==> config.mk <==
export PLATFORM = sky130hd
export DESIGN_NAME = rgb565_alpha_blit
export DESIGN_NICKNAME = d
export VERILOG_FILES = /design/src/rtl/rab_pkg.sv /design/src/rtl/rab_front.sv /design/src/rtl/rab_fifo.sv /design/src/rtl/rab_back.sv /design/src/rtl/rgb565_alpha_blit.sv
export SDC_FILE = /design/constraint.sdc
export NUM_CORES = 1
export LEC_CHECK = 0
export BUFFER_PORTS_ARGS = -buffer_cell sky130_fd_sc_hd__buf_2
export CORE_MARGIN = 3
export CORE_UTILIZATION = 40
export DETAILED_ROUTE_END_ITERATION = 10
export GPL_ROUTABILITY_DRIVEN = 0
export GPL_TIMING_DRIVEN = 0
export PLACE_DENSITY = 0.62
export SETUP_SLACK_MARGIN = 0.2
export SYNTH_ARGS = -nofsm -noshare
export SYNTH_HDL_FRONTEND = slang
export SYNTH_SLANG_ARGS = --single-unit
==> constraint.sdc <==
create_clock -name aclk -period 8.45 [get_ports aclk]
set_input_delay 1.2675 -clock aclk [delete_from_list [all_inputs] [get_ports aclk]]
set_output_delay 1.2675 -clock aclk [all_outputs]
set_load 0.01 [all_outputs]
==> src/rtl/rab_pkg.sv <==
// Shared types and constants for the RGB565 alpha blit block.
package rab_pkg;

    // Defaults for the top-level parameters
    localparam int DEF_COORD_BITS  = 12;
    localparam int DEF_QUEUE_DEPTH = 4;

    // Fixed field widths
    localparam int PIX_W     = 16;
    localparam int ALPHA_W   = 8;
    localparam int OPACITY_W = 9;
    localparam int CFG_IDX_W = 3;

    // Field constants
    localparam logic [OPACITY_W-1:0] OPACITY_FULL = 9'd256;
    localparam logic [ALPHA_W-1:0]   ALPHA_OPAQUE = 8'd255;

    // RGB565 channel layout
    localparam int R_LSB = 11;
    localparam int G_LSB = 5;
    localparam int B_LSB = 0;
    localparam int R_W   = 5;
    localparam int G_W   = 6;
    localparam int B_W   = 5;

    // Configuration register indexes
    typedef enum logic [CFG_IDX_W-1:0] {
        REG_CLIP_LEFT      = 3'd0,
        REG_CLIP_TOP       = 3'd1,
        REG_CLIP_RIGHT     = 3'd2,
        REG_CLIP_BOTTOM    = 3'd3,
        REG_GLOBAL_OPACITY = 3'd4
    } rab_reg_e;

    // Classified pixel handed from the front end to the blend unit
    typedef struct packed {
        logic               we;       // pixel gets written
        logic [ALPHA_W-1:0] alpha;    // coverage after opacity scaling
        logic [PIX_W-1:0]   dpx;      // current frame pixel
        logic [PIX_W-1:0]   spx;      // sprite pixel
    } rab_item_t;

    // Queue status seen by the top level
    typedef struct packed {
        logic full;
        logic empty;
    } rab_qstat_t;

endpackage

==> src/rtl/rab_front.sv <==
// Front end: configuration registers, input transfer, clip test and opacity scaling.
module rab_front import rab_pkg::*; #(
    parameter int COORD_BITS = DEF_COORD_BITS
) (
    input  logic                   aclk,
    input  logic                   aresetn,
    // configuration writes
    input  logic                   cfg_we,
    input  logic [CFG_IDX_W-1:0]   cfg_index,
    input  logic [((COORD_BITS > OPACITY_W) ? COORD_BITS : OPACITY_W)-1:0] cfg_data,
    // input stream
    input  logic                   s_valid,
    output logic                   s_ready,
    input  logic [((2*(COORD_BITS+1) + 2*PIX_W + ALPHA_W + 7) / 8) * 8 - 1:0] s_data,
    // classified items toward the queue
    output logic                   f_valid,
    input  logic                   f_ready,
    output rab_item_t              f_item
);

    localparam int CW     = COORD_BITS + 1;
    localparam int LOW_W  = COORD_BITS - 1;
    localparam int HIGH_W = COORD_BITS;
    localparam int DPX_LSB = 2 * CW;
    localparam int SPX_LSB = DPX_LSB + PIX_W;
    localparam int A_LSB   = SPX_LSB + PIX_W;

    logic [LOW_W-1:0]     clip_left_reg;
    logic [LOW_W-1:0]     clip_top_reg;
    logic [HIGH_W-1:0]    clip_right_reg;
    logic [HIGH_W-1:0]    clip_bottom_reg;
    logic [OPACITY_W-1:0] opacity_reg;

    logic                  valid_reg;
    rab_item_t             item_reg;
    rab_item_t             item_next;

    logic signed [CW-1:0]  col;
    logic signed [CW-1:0]  row;
    logic [ALPHA_W-1:0]    alpha_in;
    logic [2*ALPHA_W-1:0]  alpha_prod;
    logic                  in_window;
    logic                  accept;

    // Configuration registers
    always_ff @(posedge aclk) begin
        if (!aresetn) begin
            clip_left_reg   <= '0;
            clip_top_reg    <= '0;
            clip_right_reg  <= {1'b1, {(HIGH_W-1){1'b0}}};
            clip_bottom_reg <= {1'b1, {(HIGH_W-1){1'b0}}};
            opacity_reg     <= OPACITY_FULL;
        end else if (cfg_we) begin
            case (cfg_index)
                REG_CLIP_LEFT:      clip_left_reg   <= cfg_data[LOW_W-1:0];
                REG_CLIP_TOP:       clip_top_reg    <= cfg_data[LOW_W-1:0];
                REG_CLIP_RIGHT:     clip_right_reg  <= cfg_data[HIGH_W-1:0];
                REG_CLIP_BOTTOM:    clip_bottom_reg <= cfg_data[HIGH_W-1:0];
                REG_GLOBAL_OPACITY: opacity_reg     <= cfg_data[OPACITY_W-1:0];
                default: ;
            endcase
        end
    end

    // Field unpacking
    assign col      = $signed(s_data[CW-1:0]);
    assign row      = $signed(s_data[2*CW-1:CW]);
    assign alpha_in = s_data[A_LSB +: ALPHA_W];

    // Clip window test, bounds zero-extended into the signed coordinate range
    assign in_window = (col >= $signed({2'b00, clip_left_reg}))  &&
                       (col <  $signed({1'b0, clip_right_reg}))  &&
                       (row >= $signed({2'b00, clip_top_reg}))   &&
                       (row <  $signed({1'b0, clip_bottom_reg}));

    // Opacity scaling; 256 and above leaves the coverage as is
    assign alpha_prod = alpha_in * opacity_reg[ALPHA_W-1:0];

    always_comb begin
        item_next.we    = in_window && (alpha_in != '0);
        item_next.alpha = (opacity_reg >= OPACITY_FULL) ? alpha_in
                                                        : alpha_prod[2*ALPHA_W-1:ALPHA_W];
        item_next.dpx   = s_data[DPX_LSB +: PIX_W];
        item_next.spx   = s_data[SPX_LSB +: PIX_W];
    end

    // Single register stage toward the queue
    assign s_ready = !valid_reg || f_ready;
    assign accept  = s_valid && s_ready;

    always_ff @(posedge aclk) begin
        if (!aresetn) begin
            valid_reg <= 1'b0;
        end else if (s_ready) begin
            valid_reg <= s_valid;
        end
    end

    always_ff @(posedge aclk) begin
        if (accept) begin
            item_reg <= item_next;
        end
    end

    assign f_valid = valid_reg;
    assign f_item  = item_reg;

endmodule

==> src/rtl/rab_fifo.sv <==
// Short queue of classified items between the front end and the blend unit.
module rab_fifo import rab_pkg::*; #(
    parameter int QUEUE_DEPTH = DEF_QUEUE_DEPTH
) (
    input  logic       aclk,
    input  logic       aresetn,
    input  logic       in_valid,
    output logic       in_ready,
    input  rab_item_t  in_item,
    output logic       out_valid,
    input  logic       out_ready,
    output rab_item_t  out_item,
    output rab_qstat_t stat
);

    localparam int PTR_W = (QUEUE_DEPTH > 1) ? $clog2(QUEUE_DEPTH) : 1;
    localparam int CNT_W = $clog2(QUEUE_DEPTH + 1);
    localparam logic [PTR_W-1:0] LAST_PTR = PTR_W'(QUEUE_DEPTH - 1);
    localparam logic [CNT_W-1:0] FULL_CNT = CNT_W'(QUEUE_DEPTH);

    rab_item_t        mem_reg [QUEUE_DEPTH];
    logic [PTR_W-1:0] wr_ptr_reg;
    logic [PTR_W-1:0] rd_ptr_reg;
    logic [CNT_W-1:0] count_reg;
    logic [CNT_W-1:0] count_next;
    logic             push;
    logic             pop;

    assign stat.full  = (count_reg == FULL_CNT);
    assign stat.empty = (count_reg == '0);

    assign in_ready  = !stat.full;
    assign out_valid = !stat.empty;
    assign out_item  = mem_reg[rd_ptr_reg];

    assign push = in_valid && in_ready;
    assign pop  = out_valid && out_ready;

    always_comb begin
        count_next = count_reg;
        if (push && !pop) begin
            count_next = count_reg + CNT_W'(1);
        end else if (pop && !push) begin
            count_next = count_reg - CNT_W'(1);
        end
    end

    // Pointers and fill count
    always_ff @(posedge aclk) begin
        if (!aresetn) begin
            wr_ptr_reg <= '0;
            rd_ptr_reg <= '0;
            count_reg  <= '0;
        end else begin
            count_reg <= count_next;
            if (push) begin
                wr_ptr_reg <= (wr_ptr_reg == LAST_PTR) ? '0 : wr_ptr_reg + PTR_W'(1);
            end
            if (pop) begin
                rd_ptr_reg <= (rd_ptr_reg == LAST_PTR) ? '0 : rd_ptr_reg + PTR_W'(1);
            end
        end
    end

    // Entry storage
    always_ff @(posedge aclk) begin
        if (push) begin
            mem_reg[wr_ptr_reg] <= in_item;
        end
    end

endmodule

==> src/rtl/rab_back.sv <==
// Blend unit: per-channel products, then channel sums, source copy or pass-through.
module rab_back import rab_pkg::*; (
    input  logic             aclk,
    input  logic             aresetn,
    input  logic             in_valid,
    output logic             in_ready,
    input  rab_item_t        in_item,
    output logic             m_valid,
    input  logic             m_ready,
    output logic [PIX_W-1:0] m_data,
    output logic             m_user
);

    localparam int V_W = 15;
    localparam int Q_W = 7;
    // bias of 64*256 keeps s*a - d*a non-negative
    localparam logic [V_W-1:0] MIX_BIAS = 15'd16384;

    // s*a + bias - d*a for one channel of up to six bits
    function automatic logic [V_W-1:0] mix_prod(input logic [G_W-1:0] d,
                                                input logic [G_W-1:0] s,
                                                input logic [ALPHA_W-1:0] a);
        logic [V_W-1:0] sa;
        logic [V_W-1:0] da;
        sa = V_W'(s) * V_W'(a);
        da = V_W'(d) * V_W'(a);
        return sa + MIX_BIAS - da;
    endfunction

    // Stage 1 registers
    logic             b1_valid_reg;
    logic             b1_we_reg;
    logic             b1_opaque_reg;
    logic [PIX_W-1:0] b1_dpx_reg;
    logic [PIX_W-1:0] b1_spx_reg;
    logic [V_W-1:0]   b1_vr_reg;
    logic [V_W-1:0]   b1_vg_reg;
    logic [V_W-1:0]   b1_vb_reg;

    // Output registers
    logic             m_valid_reg;
    logic [PIX_W-1:0] m_data_reg;
    logic             m_user_reg;
    logic [PIX_W-1:0] m_data_next;

    logic             out_free;
    logic             in_take;
    logic [Q_W-1:0]   sum_r;
    logic [Q_W-1:0]   sum_g;
    logic [Q_W-1:0]   sum_b;

    assign out_free = !m_valid_reg || m_ready;
    assign in_ready = !b1_valid_reg || out_free;
    assign in_take  = in_valid && in_ready;

    // Stage 1: channel products
    always_ff @(posedge aclk) begin
        if (!aresetn) begin
            b1_valid_reg <= 1'b0;
        end else if (in_ready) begin
            b1_valid_reg <= in_valid;
        end
    end

    always_ff @(posedge aclk) begin
        if (in_take) begin
            b1_we_reg     <= in_item.we;
            b1_opaque_reg <= (in_item.alpha >= ALPHA_OPAQUE);
            b1_dpx_reg    <= in_item.dpx;
            b1_spx_reg    <= in_item.spx;
            b1_vr_reg     <= mix_prod(G_W'(in_item.dpx[R_LSB +: R_W]),
                                      G_W'(in_item.spx[R_LSB +: R_W]), in_item.alpha);
            b1_vg_reg     <= mix_prod(in_item.dpx[G_LSB +: G_W],
                                      in_item.spx[G_LSB +: G_W], in_item.alpha);
            b1_vb_reg     <= mix_prod(G_W'(in_item.dpx[B_LSB +: B_W]),
                                      G_W'(in_item.spx[B_LSB +: B_W]), in_item.alpha);
        end
    end

    // Stage 2: d + (v >> 8) - 64; the -64 vanishes modulo the channel range
    assign sum_r = Q_W'(b1_dpx_reg[R_LSB +: R_W]) + b1_vr_reg[V_W-1 -: Q_W];
    assign sum_g = Q_W'(b1_dpx_reg[G_LSB +: G_W]) + b1_vg_reg[V_W-1 -: Q_W];
    assign sum_b = Q_W'(b1_dpx_reg[B_LSB +: B_W]) + b1_vb_reg[V_W-1 -: Q_W];

    always_comb begin
        if (!b1_we_reg) begin
            m_data_next = b1_dpx_reg;
        end else if (b1_opaque_reg) begin
            m_data_next = b1_spx_reg;
        end else begin
            m_data_next = {sum_r[R_W-1:0], sum_g[G_W-1:0], sum_b[B_W-1:0]};
        end
    end

    // Output register
    always_ff @(posedge aclk) begin
        if (!aresetn) begin
            m_valid_reg <= 1'b0;
        end else if (out_free) begin
            m_valid_reg <= b1_valid_reg;
        end
    end

    always_ff @(posedge aclk) begin
        if (out_free && b1_valid_reg) begin
            m_data_reg <= m_data_next;
            m_user_reg <= b1_we_reg;
        end
    end

    assign m_valid = m_valid_reg;
    assign m_data  = m_data_reg;
    assign m_user  = m_user_reg;

endmodule

==> src/rtl/rgb565_alpha_blit.sv <==
// Top level of the RGB565 sprite alpha blit: front end, queue and blend unit.
//
//   channel   dir  contents
//   s_axis    in   tdata: dest_col, dest_row, dest_pixel, src_pixel, src_alpha
//   m_axis    out  tdata: out_pixel; tuser: write_enable
//   cfg       in   clip_left, clip_top, clip_right, clip_bottom, global_opacity
//
// One pixel per clock sustained while m_axis_tready stays high; each stage passes one
// item per cycle unless stalled. An input transfer passes the front register, a queue
// slot, the blend product stage and the output register before m_axis_tvalid rises.
// Back-pressure fills the output and product stages, then the queue; s_axis_tready
// drops only when the queue is full and the front register holds an item.
// Synchronous reset empties every stage and loads the default clip window and opacity.
module rgb565_alpha_blit import rab_pkg::*; #(
    parameter int COORD_BITS  = DEF_COORD_BITS,
    parameter int QUEUE_DEPTH = DEF_QUEUE_DEPTH
) (
    input  logic                  aclk,
    input  logic                  aresetn,
    // configuration write port
    input  logic                  cfg_we,
    input  logic [CFG_IDX_W-1:0]  cfg_index,
    input  logic [((COORD_BITS > OPACITY_W) ? COORD_BITS : OPACITY_W)-1:0] cfg_data,
    // input stream
    input  logic                  s_axis_tvalid,
    output logic                  s_axis_tready,
    // from bit 0: dest_col, dest_row, dest_pixel, src_pixel, src_alpha, zero pad
    input  logic [((2*(COORD_BITS+1) + 2*PIX_W + ALPHA_W + 7) / 8) * 8 - 1:0] s_axis_tdata,
    // result stream
    output logic                  m_axis_tvalid,
    input  logic                  m_axis_tready,
    output logic [PIX_W-1:0]      m_axis_tdata,   // out_pixel
    output logic                  m_axis_tuser    // write_enable
);

    logic       f_valid;
    logic       f_ready;
    rab_item_t  f_item;
    logic       q_valid;
    logic       q_ready;
    rab_item_t  q_item;
    rab_qstat_t q_stat;

    rab_front #(
        .COORD_BITS (COORD_BITS)
    ) u_front (
        .aclk      (aclk),
        .aresetn   (aresetn),
        .cfg_we    (cfg_we),
        .cfg_index (cfg_index),
        .cfg_data  (cfg_data),
        .s_valid   (s_axis_tvalid),
        .s_ready   (s_axis_tready),
        .s_data    (s_axis_tdata),
        .f_valid   (f_valid),
        .f_ready   (f_ready),
        .f_item    (f_item)
    );

    rab_fifo #(
        .QUEUE_DEPTH (QUEUE_DEPTH)
    ) u_fifo (
        .aclk      (aclk),
        .aresetn   (aresetn),
        .in_valid  (f_valid),
        .in_ready  (f_ready),
        .in_item   (f_item),
        .out_valid (q_valid),
        .out_ready (q_ready),
        .out_item  (q_item),
        .stat      (q_stat)
    );

    rab_back u_back (
        .aclk     (aclk),
        .aresetn  (aresetn),
        .in_valid (q_valid),
        .in_ready (q_ready),
        .in_item  (q_item),
        .m_valid  (m_axis_tvalid),
        .m_ready  (m_axis_tready),
        .m_data   (m_axis_tdata),
        .m_user   (m_axis_tuser)
    );

    // Input stalls only when the front register is held by a full queue
    a_stall_cause: assert property (@(posedge aclk) disable iff (!aresetn)
        !s_axis_tready |-> (f_valid && q_stat.full))
        else $error("input stalled without a full queue");

    // Queue status is never full and empty together
    a_qstat: assert property (@(posedge aclk) disable iff (!aresetn)
        !(q_stat.full && q_stat.empty))
        else $error("queue reports full and empty at once");

    // Reset empties the output register
    a_reset_out: assert property (@(posedge aclk)
        !aresetn |=> !m_axis_tvalid)
        else $error("result valid right after reset");

endmodule

After elaboration in Yosys (flattened, before gate mapping)

Memory sizes are Yosys's and may differ from the RTL's. A register that Yosys moved wholly into a read port is not among the register bits.
Index checks and enable logic that the tools add are counted.

Bits in registers: 197
Bits in writable memories: 164
Input port bits: 92
Output and inout port bits: 19
Logic and storage cells: 98
Memories kept: 1

Memories:

| name           | depth | bits a word | read ports | clocked after Yosys merged registers in | write ports | line           | text |
|---|---|---|---|---|---|---|---|
| u_fifo.mem_reg | 4     | 41          | 1          | 1                                       | 1           | rab_fifo.sv:21 | `rab_item_t mem_reg [QUEUE_DEPTH];` |

Add/subtract/negate cells: 13
Multiply operators: 7
Magnitude comparators: 6
Equal/unequal tests: 7
Mux-type cells: 11
Reduce and logical (&&, ||, !) cells: 29

Operators by type and width:

| kind                                                             | count |
|---|---|
| 5-bit by 8-bit multiplier with 13-bit output                     | 4 |
| 16-bit 2-to-1 mux                                                | 2 |
| 6-bit by 8-bit multiplier with 14-bit output                     | 2 |
| 13-bit by 1-bit adder with 13-bit output (second input constant) | 2 |
| 13-bit by 12-bit >= comparator with 1-bit output                 | 2 |
| 13-bit < comparator                                              | 2 |
| 13-bit subtractor                                                | 2 |
| 8-bit by 8-bit multiplier with 16-bit output                     | 1 |
| 14-bit by 1-bit adder with 14-bit output (second input constant) | 1 |
| 14-bit subtractor                                                | 1 |
| 5-bit adder                                                      | 2 |
| 1-bit logical AND                                                | 10 |
| 2-bit AND reduction                                              | 5 |
| 9-bit >= comparator (second input constant)                      | 1 |
| 8-bit >= comparator (second input constant)                      | 1 |
| 2-bit 2-to-1 mux                                                 | 4 |
| 8-bit 2-to-1 mux                                                 | 1 |
| 8-bit nonzero test                                               | 1 |
| 1-bit zero test                                                  | 7 |
| 6-bit adder                                                      | 1 |
| 3-bit by 2-bit == test with 1-bit output (second input constant) | 2 |
| 3-bit == test (second input constant)                            | 2 |
| 3-bit zero test                                                  | 2 |
| 3-bit 2-to-1 mux                                                 | 2 |
| 8 further kinds                                                  | 13 |

Depth between registers and ports, before layout

Gate-level depths: netlist of run 1.

Word-level depth: 7
Mapped depth: 23
Depth with buffers taken out: 19

Cells and area by module

From an unflattened synthesis of run 1, not the netlist that was laid out.

Cells, all modules: 2,021
Area, all modules: 23,261.1 µm²

By module, submodules not included:

| module    | instances | cells an instance | area an instance (µm²) | sequential area each (µm²) |
|---|---|---|---|---|
| rab_back  | 1         | 1,072             | 10,435.0               | 2,052.0 |
| rab_front | 1         | 681               | 6,426.2                | 2,352.3 |
| rab_fifo  | 1         | 268               | 6,399.9                | 5,104.9 |

Worst setup path before layout of run 1

Ideal clock, no wire load.

Kind: register -> register
Start point: register (tool-made name)
End point: register u_back.b1_vb_reg[12], data pin
Library setup time: 0.264 ns
Arrival: 5.739 ns
Data required time: 8.186 ns
Path slack: 2.447 ns
Cell stages (with the launch flop): 20
Path buffers: 4
Clock period less this slack: 6.003 ns
Cells stage by stage: dfxtp_1 -> buf_6 -> buf_2 -> buf_2 -> mux4_2 -> clkbuf_1 -> and2_1 -> fa_1 -> fa_1 -> fa_1 -> fa_1 -> inv_1 -> fa_1 -> inv_1 -> ha_1 -> a21o_1 -> a21o_1 -> o21a_1 -> a221oi_1 -> xnor2_1

RTL lines:

| element              | line           | text |
|---|---|---|
| end signal, assigned | rab_back.sv:75 | `b1_vb_reg <= mix_prod(G_W'(in_item.dpx[B_LSB +: B_W]),` |
| end, declared        | rab_back.sv:38 | `logic [V_W-1:0] b1_vb_reg;` |

==> flow_metrics.tcl, run 1 <==
set metrics [dict create \
    wirelength_um 52530 \
    critPathArrivalTime_ps 7360 \
    area_growth_pct 12.11 \
    dieWidth_um 246.7 \
    holdWs_ps 462.2 \
    finalSetupViolations 0 \
    critPathKind "reg2reg" \
    syn_area_um2 23180 \
    pin_count 111 \
    required_ps 8760 \
    synth_seq_area_share_pct 41.02 \
    status "finished clean" \
    layout.nets 2662 \
    rows 87 \
    slew_headroom_pct 40.72 \
    synth_flop_cell "edfxtp_1" \
    first_pass_iters 5 \
    clock_latency_ps 550 \
    crit_slowest_cell "fa_1" \
    finClkSkew_ps 28.19 \
    core_area_um2 56820 \
    avgSynthCellArea_um2 11.48 \
    largest_register_ffs 164 \
    ctsHtreeMaxLevel 2 \
    regToRegSetupSlack_ps 1400 \
    period_minus_slack_ps 7054 \
    io_buffer_count 96 \
    grt_max_degree 34 \
    fin_setup_tns_ps 0 \
    cts_max_path_buffers 3 \
    cap_violations 0 \
    tightestPinTransition_ps 866.8 \
    overflow 0 \
    synth_seq_cells 339 \
    critPathMaxStageDelay_ps 580 \
    crit_top_cell "fa_1" \
    path_clk_slew_ps 60 \
    grt_pass1_vias 16013 \
    antenna_left 0 \
    grt_antenna_before_repair 1 \
    finalMaxSlewViolations 0 \
    yosys_warnings 0 \
    final_util_pct 45.74 \
    cts_tree "built" \
    wl_per_cell_um 17.81 \
    grt_pass1_wl_um 85010 \
    initial_core_util_pct 40.80 \
    syn_nets 2519 \
    fill_cells 5232 \
    viasPerCell 4.999 \
    vias 14747 \
    hp-class "reg2reg" \
    drc_errors 0 \
    crit_path_end_kind "register" \
    cts_made_buffers 38 \
    cts_resized 0 \
    cts-hold-fix-buffers 0 \
    fmax_mhz 141.8 \
    post_cts_buffers 0 \
    first_iter_violations 827 \
    cts_root_buffer "clkbuf_16" \
    grt.total_usage_pct 17.92 \
    layout-drive-gt1-share_pct 10.12 \
    hpwl_um 39420 \
    postSynth.asyncResetShare_pct 0 \
    critPathLaunchType "register" \
    synth_edf_count 272 \
    post-route-period-util_pct 83.47 \
    die_h_um 246.7 \
    clock-sinks 339 \
    path_cells "buf_2 > clkbuf_1 > mux4_2 > clkbuf_1 > nand2_1 > fa_1 > inv_1 > fa_1 > fa_1 > fa_1 > inv_1 > fa_1 > inv_1 > ha_1 > and3_1 > o21ai_0 > o2111ai_1 > a31oi_1 > o21bai_1 > xnor2_1" \
    crit_path_max_fanout 10 \
    synth.distinct_cells 55 \
    synthCells 2020 \
    dieArea_um2 60880 \
    rsz0062_at_grt "no" \
    hold_viol_final 0 \
]
metal layers:
metal / wire, um / up-vias / track usage (%)
met1: 22770 / 7418 / 23.54
met2: 26100 / 327 / 31.09
met3: 2523 / 75 / 2.472
met4: 1130 / 0 / 4.955
met5: 0 / - / 0
li1: - / 6927 / -
per-stage QoR:
step	cell area (um2)	setup slack, ps	cells
floorplan	23180	2447	2020
global placement	24610	1230	2872
detailed placement	24780	1294	2879
CTS	25990	1259	2949
global route	25990	916.8	2950
finish	25990	1397	2950
worst max-delay path, delay by kind of cell (launching register included):
family	cells	cell delay (ps)
simple gates	2	340
mux	1	440
buf+inv	6	1590
xor+xnor	1	140
compound gates	4	940
flops	1	480
fa+ha+maj	6	2870
final timing paths:
kind / startpoint / to / depth (start not counted)
worst max-delay path: register / u_back.b1_vr_reg[12] / 20
worst min-delay path: u_front.clip_left_reg[3] / u_front.clip_left_reg[3] / 2
worst max register to register: register / u_back.b1_vr_reg[12] / 20
worst min register to register: u_front.clip_left_reg[3] / u_front.clip_left_reg[3] / 2
placed cells by master, fill, tap and decap left out, types with 5 or more instances in the layout:
cell type    n
a21boi_0    57
a21o_1      24
a21oi_1     55
a31oi_1      5
and2_1     117
and3_1       7
buf_12       6
buf_2      103
clkbuf_1    72
clkbuf_16   39
clkinv_1     6
clkinv_2     7
dfxtp_1     67
edfxtp_1   272
fa_1       219
ha_1       188
inv_1      323
mux2i_1     10
mux4_2      41
nand2_1    330
nand2b_1     6
nand3_1      9
nand4_1      6
nor2_1      55
nor2b_1     10
nor3_1      11
o2111ai_1    5
o211ai_1     8
o21a_1       5
o21ai_0     20
xnor2_1     30
xor2_1      10
cells in the mapped netlist, types with 7 or more instances:
master / instances / area (um2)
mux2i_1: 10 / 100.1
ha_1: 188 / 2352
fa_1: 219 / 4384
o211ai_1: 8 / 60.06
and2_1: 121 / 757.0
mux4_2: 41 / 923.4
nor3_1: 11 / 55.05
dfxtp_1: 67 / 1341
buf_2: 7 / 35.03
nand3_1: 9 / 45.04
a21o_1: 24 / 180.2
and3_1: 7 / 43.79
clkbuf_1: 64 / 240.2
edfxtp_1: 272 / 8168
nor2_1: 55 / 206.5
nand2_1: 330 / 1239
a21oi_1: 56 / 280.3
a21boi_0: 57 / 427.9
o21ai_0: 20 / 100.1
inv_1: 323 / 1212
xor2_1: 10 / 87.58
xnor2_1: 30 / 262.8
nor2b_1: 11 / 68.82
logic make-up after synthesis:
family | count (synthesis) | synth area share [%]
buffers and inverters | 398 | 6.547
AOI/OAI and AO/OA | 208 | 6.013
DFF | 339 | 41.02
xor gates and xnor gates | 40 | 1.511
adders and majority gates | 407 | 29.06
and+or+nand+nor | 576 | 11.39
muxes | 52 | 4.464
layout make-up:
type                       instances  area, um2  area share, %
tap                              756      945.9          3.640
clock inverter                    21      176.4         0.6788
sequential                       339       9509          36.59
inverter                         323       1212          4.665
buffer                            75      305.3          1.175
multi-input combinational       1283      12190          46.90
timing repair buffer             103      615.6          2.369
clock buffer                      49       1033          3.977
antenna                            1      2.502       0.009628
Power of run 1 is left out: the tool's default activity adds up to more than one toggle a clock period on the data nets, which glitch-free logic cannot reach.
==> run 2: changes to the inputs <==
- PLACE_DENSITY: 0.62 -> 0.64
- clock period: 8.45 -> 6.08 ns (I/O delays scaled with it)
==> flow_metrics.tcl, run 2 (synthesized netlist as in run 1, its figures left out) <==
set metrics [dict create \
    critPathArrivalTime_ps 6200 \
    cap_violations 0 \
    grt.total_usage_pct 18.20 \
    timing.final.ws_setup_ps 190.5 \
    fill_cells 5038 \
    rows 87 \
    overflow 0 \
    status "finished clean" \
    grt_max_degree 33 \
    cts_tree "built" \
    cts-hold-fix-buffers 0 \
    hold_viol_final 0 \
    period_minus_slack_ps 5890 \
    finalMaxSlewViolations 0 \
    clock_latency_ps 570 \
    area_growth_pct 18.81 \
    hold_path_depth 2 \
    dieArea_um2 60880 \
    critPathKind "reg2reg" \
    layout_commonest_cell "nand2_1" \
    grt_pass1_wl_um 86400 \
    dieWidth_um 246.7 \
    first_pass_iters 5 \
    seq_area_um2 9512 \
    fmax_mhz 169.8 \
    finalSetupViolations 0 \
    grt_pass1_vias 16187 \
    slew_headroom_pct 34.52 \
    dpl_cell_area_um2 24800 \
    clock-sinks 339 \
    required_ps 6390 \
    antenna_left 0 \
    die_h_um 246.7 \
    wirelength_um 54470 \
    ctsHtreeMaxLevel 2 \
    tightestPinTransition_ps 980.0 \
    core_area_um2 56820 \
    multi_input_area_um2 12560 \
    drc_errors 0 \
    crit_path_max_fanout 6 \
    largest_register_ffs 164 \
    vias 15323 \
    path_clk_slew_ps 60 \
    hp-start "u_front.clip_right_reg[10]" \
    final_cell_mix "nand2_1 (314), inv_1 (312), edfxtp_1 (272)" \
    pin_count 111 \
    layout-drive-gt1-share_pct 18.17 \
    hp-class "reg2reg" \
    io_buffer_count 96 \
    cts_made_buffers 41 \
    pre_cts_slack_ps -1133 \
    first_iter_violations 903 \
    initial_core_util_pct 40.80 \
    r2r-end "u_back.b1_vb_reg[11]" \
    wl_per_cell_um 17.97 \
    reg2reg_depth 23 \
    rsz0062_at_grt "yes" \
    cts_root_buffer "clkbuf_16" \
    critPathLaunchType "register" \
    layout.nets 2742 \
    finClkSkew_ps 26.68 \
    fin_area_um2 27540 \
    grt_antenna_before_repair 1 \
    crit_path_end_kind "register" \
    regToRegSetupSlack_ps 190 \
    post-route-period-util_pct 96.87 \
    hpwl_um 39420 \
    viasPerCell 5.055 \
    min_to "u_front.clip_right_reg[10]" \
    cts_max_path_buffers 3 \
]
[run 2: timing repair]
action | 4_1_cts | 5_1_grt
gates resized for setup | 74 | 108
cloned | 2 | 1
pin swaps | 9 | 82
buffers inserted | 31 | 49
setup endpoints to repair | 16 | 12
[run 2: metrics by stage]
step	cells	setup TNS [ps]	hold WS, ps	util [%]
after floorplan	2020	0	440.8	-
after global placement	2872	-13120	451.3	43.32
after detailed placement	2879	-12790	457.6	43.64
after CTS	2980	0	465.9	46.91
after global routing	3030	-38.39	487.6	48.47
final	3031	0	464.7	48.47
[run 2: metal layers]
layer	share of wire (%)	wire (um)	up-vias	global-route usage, %
met3	5.6	3077	101	2.928
met5	0	0	-	0
li1	-	-	7102	-
met4	2.9	1557	0	5.991
met1	42	22630	7667	23.27
met2	50	27210	453	31.57
[run 2: worst max-delay path by stage]
stage / slack (ps) / start / cells past startpoint / to
finish: 190 / register / 23 / u_back.b1_vb_reg[11]
global route: -40 / register / 19 / u_back.b1_vr_reg[12]
CTS: 200 / register / 20 / u_back.b1_vg_reg[11]
detailed placement: -1130 / register / 20 / u_back.b1_vr_reg[12]
global placement: -990 / register / 20 / u_back.b1_vr_reg[12]
floorplan: 210 / register / 19 / u_back.b1_vb_reg[12]
[run 2: final cells by class]
class / count / area share (%)
multi-input cells: 1283 / 45.58
flip-flops and latches: 339 / 34.53
repair buffers: 186 / 5.278
inverters: 323 / 4.402
clock buffers: 51 / 4.016
well taps: 756 / 3.434
plain buffers: 69 / 1.844
clock inverters: 22 / 0.8903
diodes: 2 / 0.01817
[run 2: critical path, cell delays in order, from the launching register on]
cell,delay (ps)
dfxtp_2,320
buf_6,130
buf_12,130
buf_12,100
buf_12,90
buf_4,100
mux4_2,590
buf_6,170
buf_6,130
and2_4,150
fa_1,470
inv_1,50
fa_1,490
inv_2,40
fa_1,470
fa_1,530
inv_2,40
fa_1,540
inv_2,50
ha_4,210
a21o_1,200
o21a_4,250
a31o_4,230
xor2_1,130
Power of run 2 is left out for the same reason.
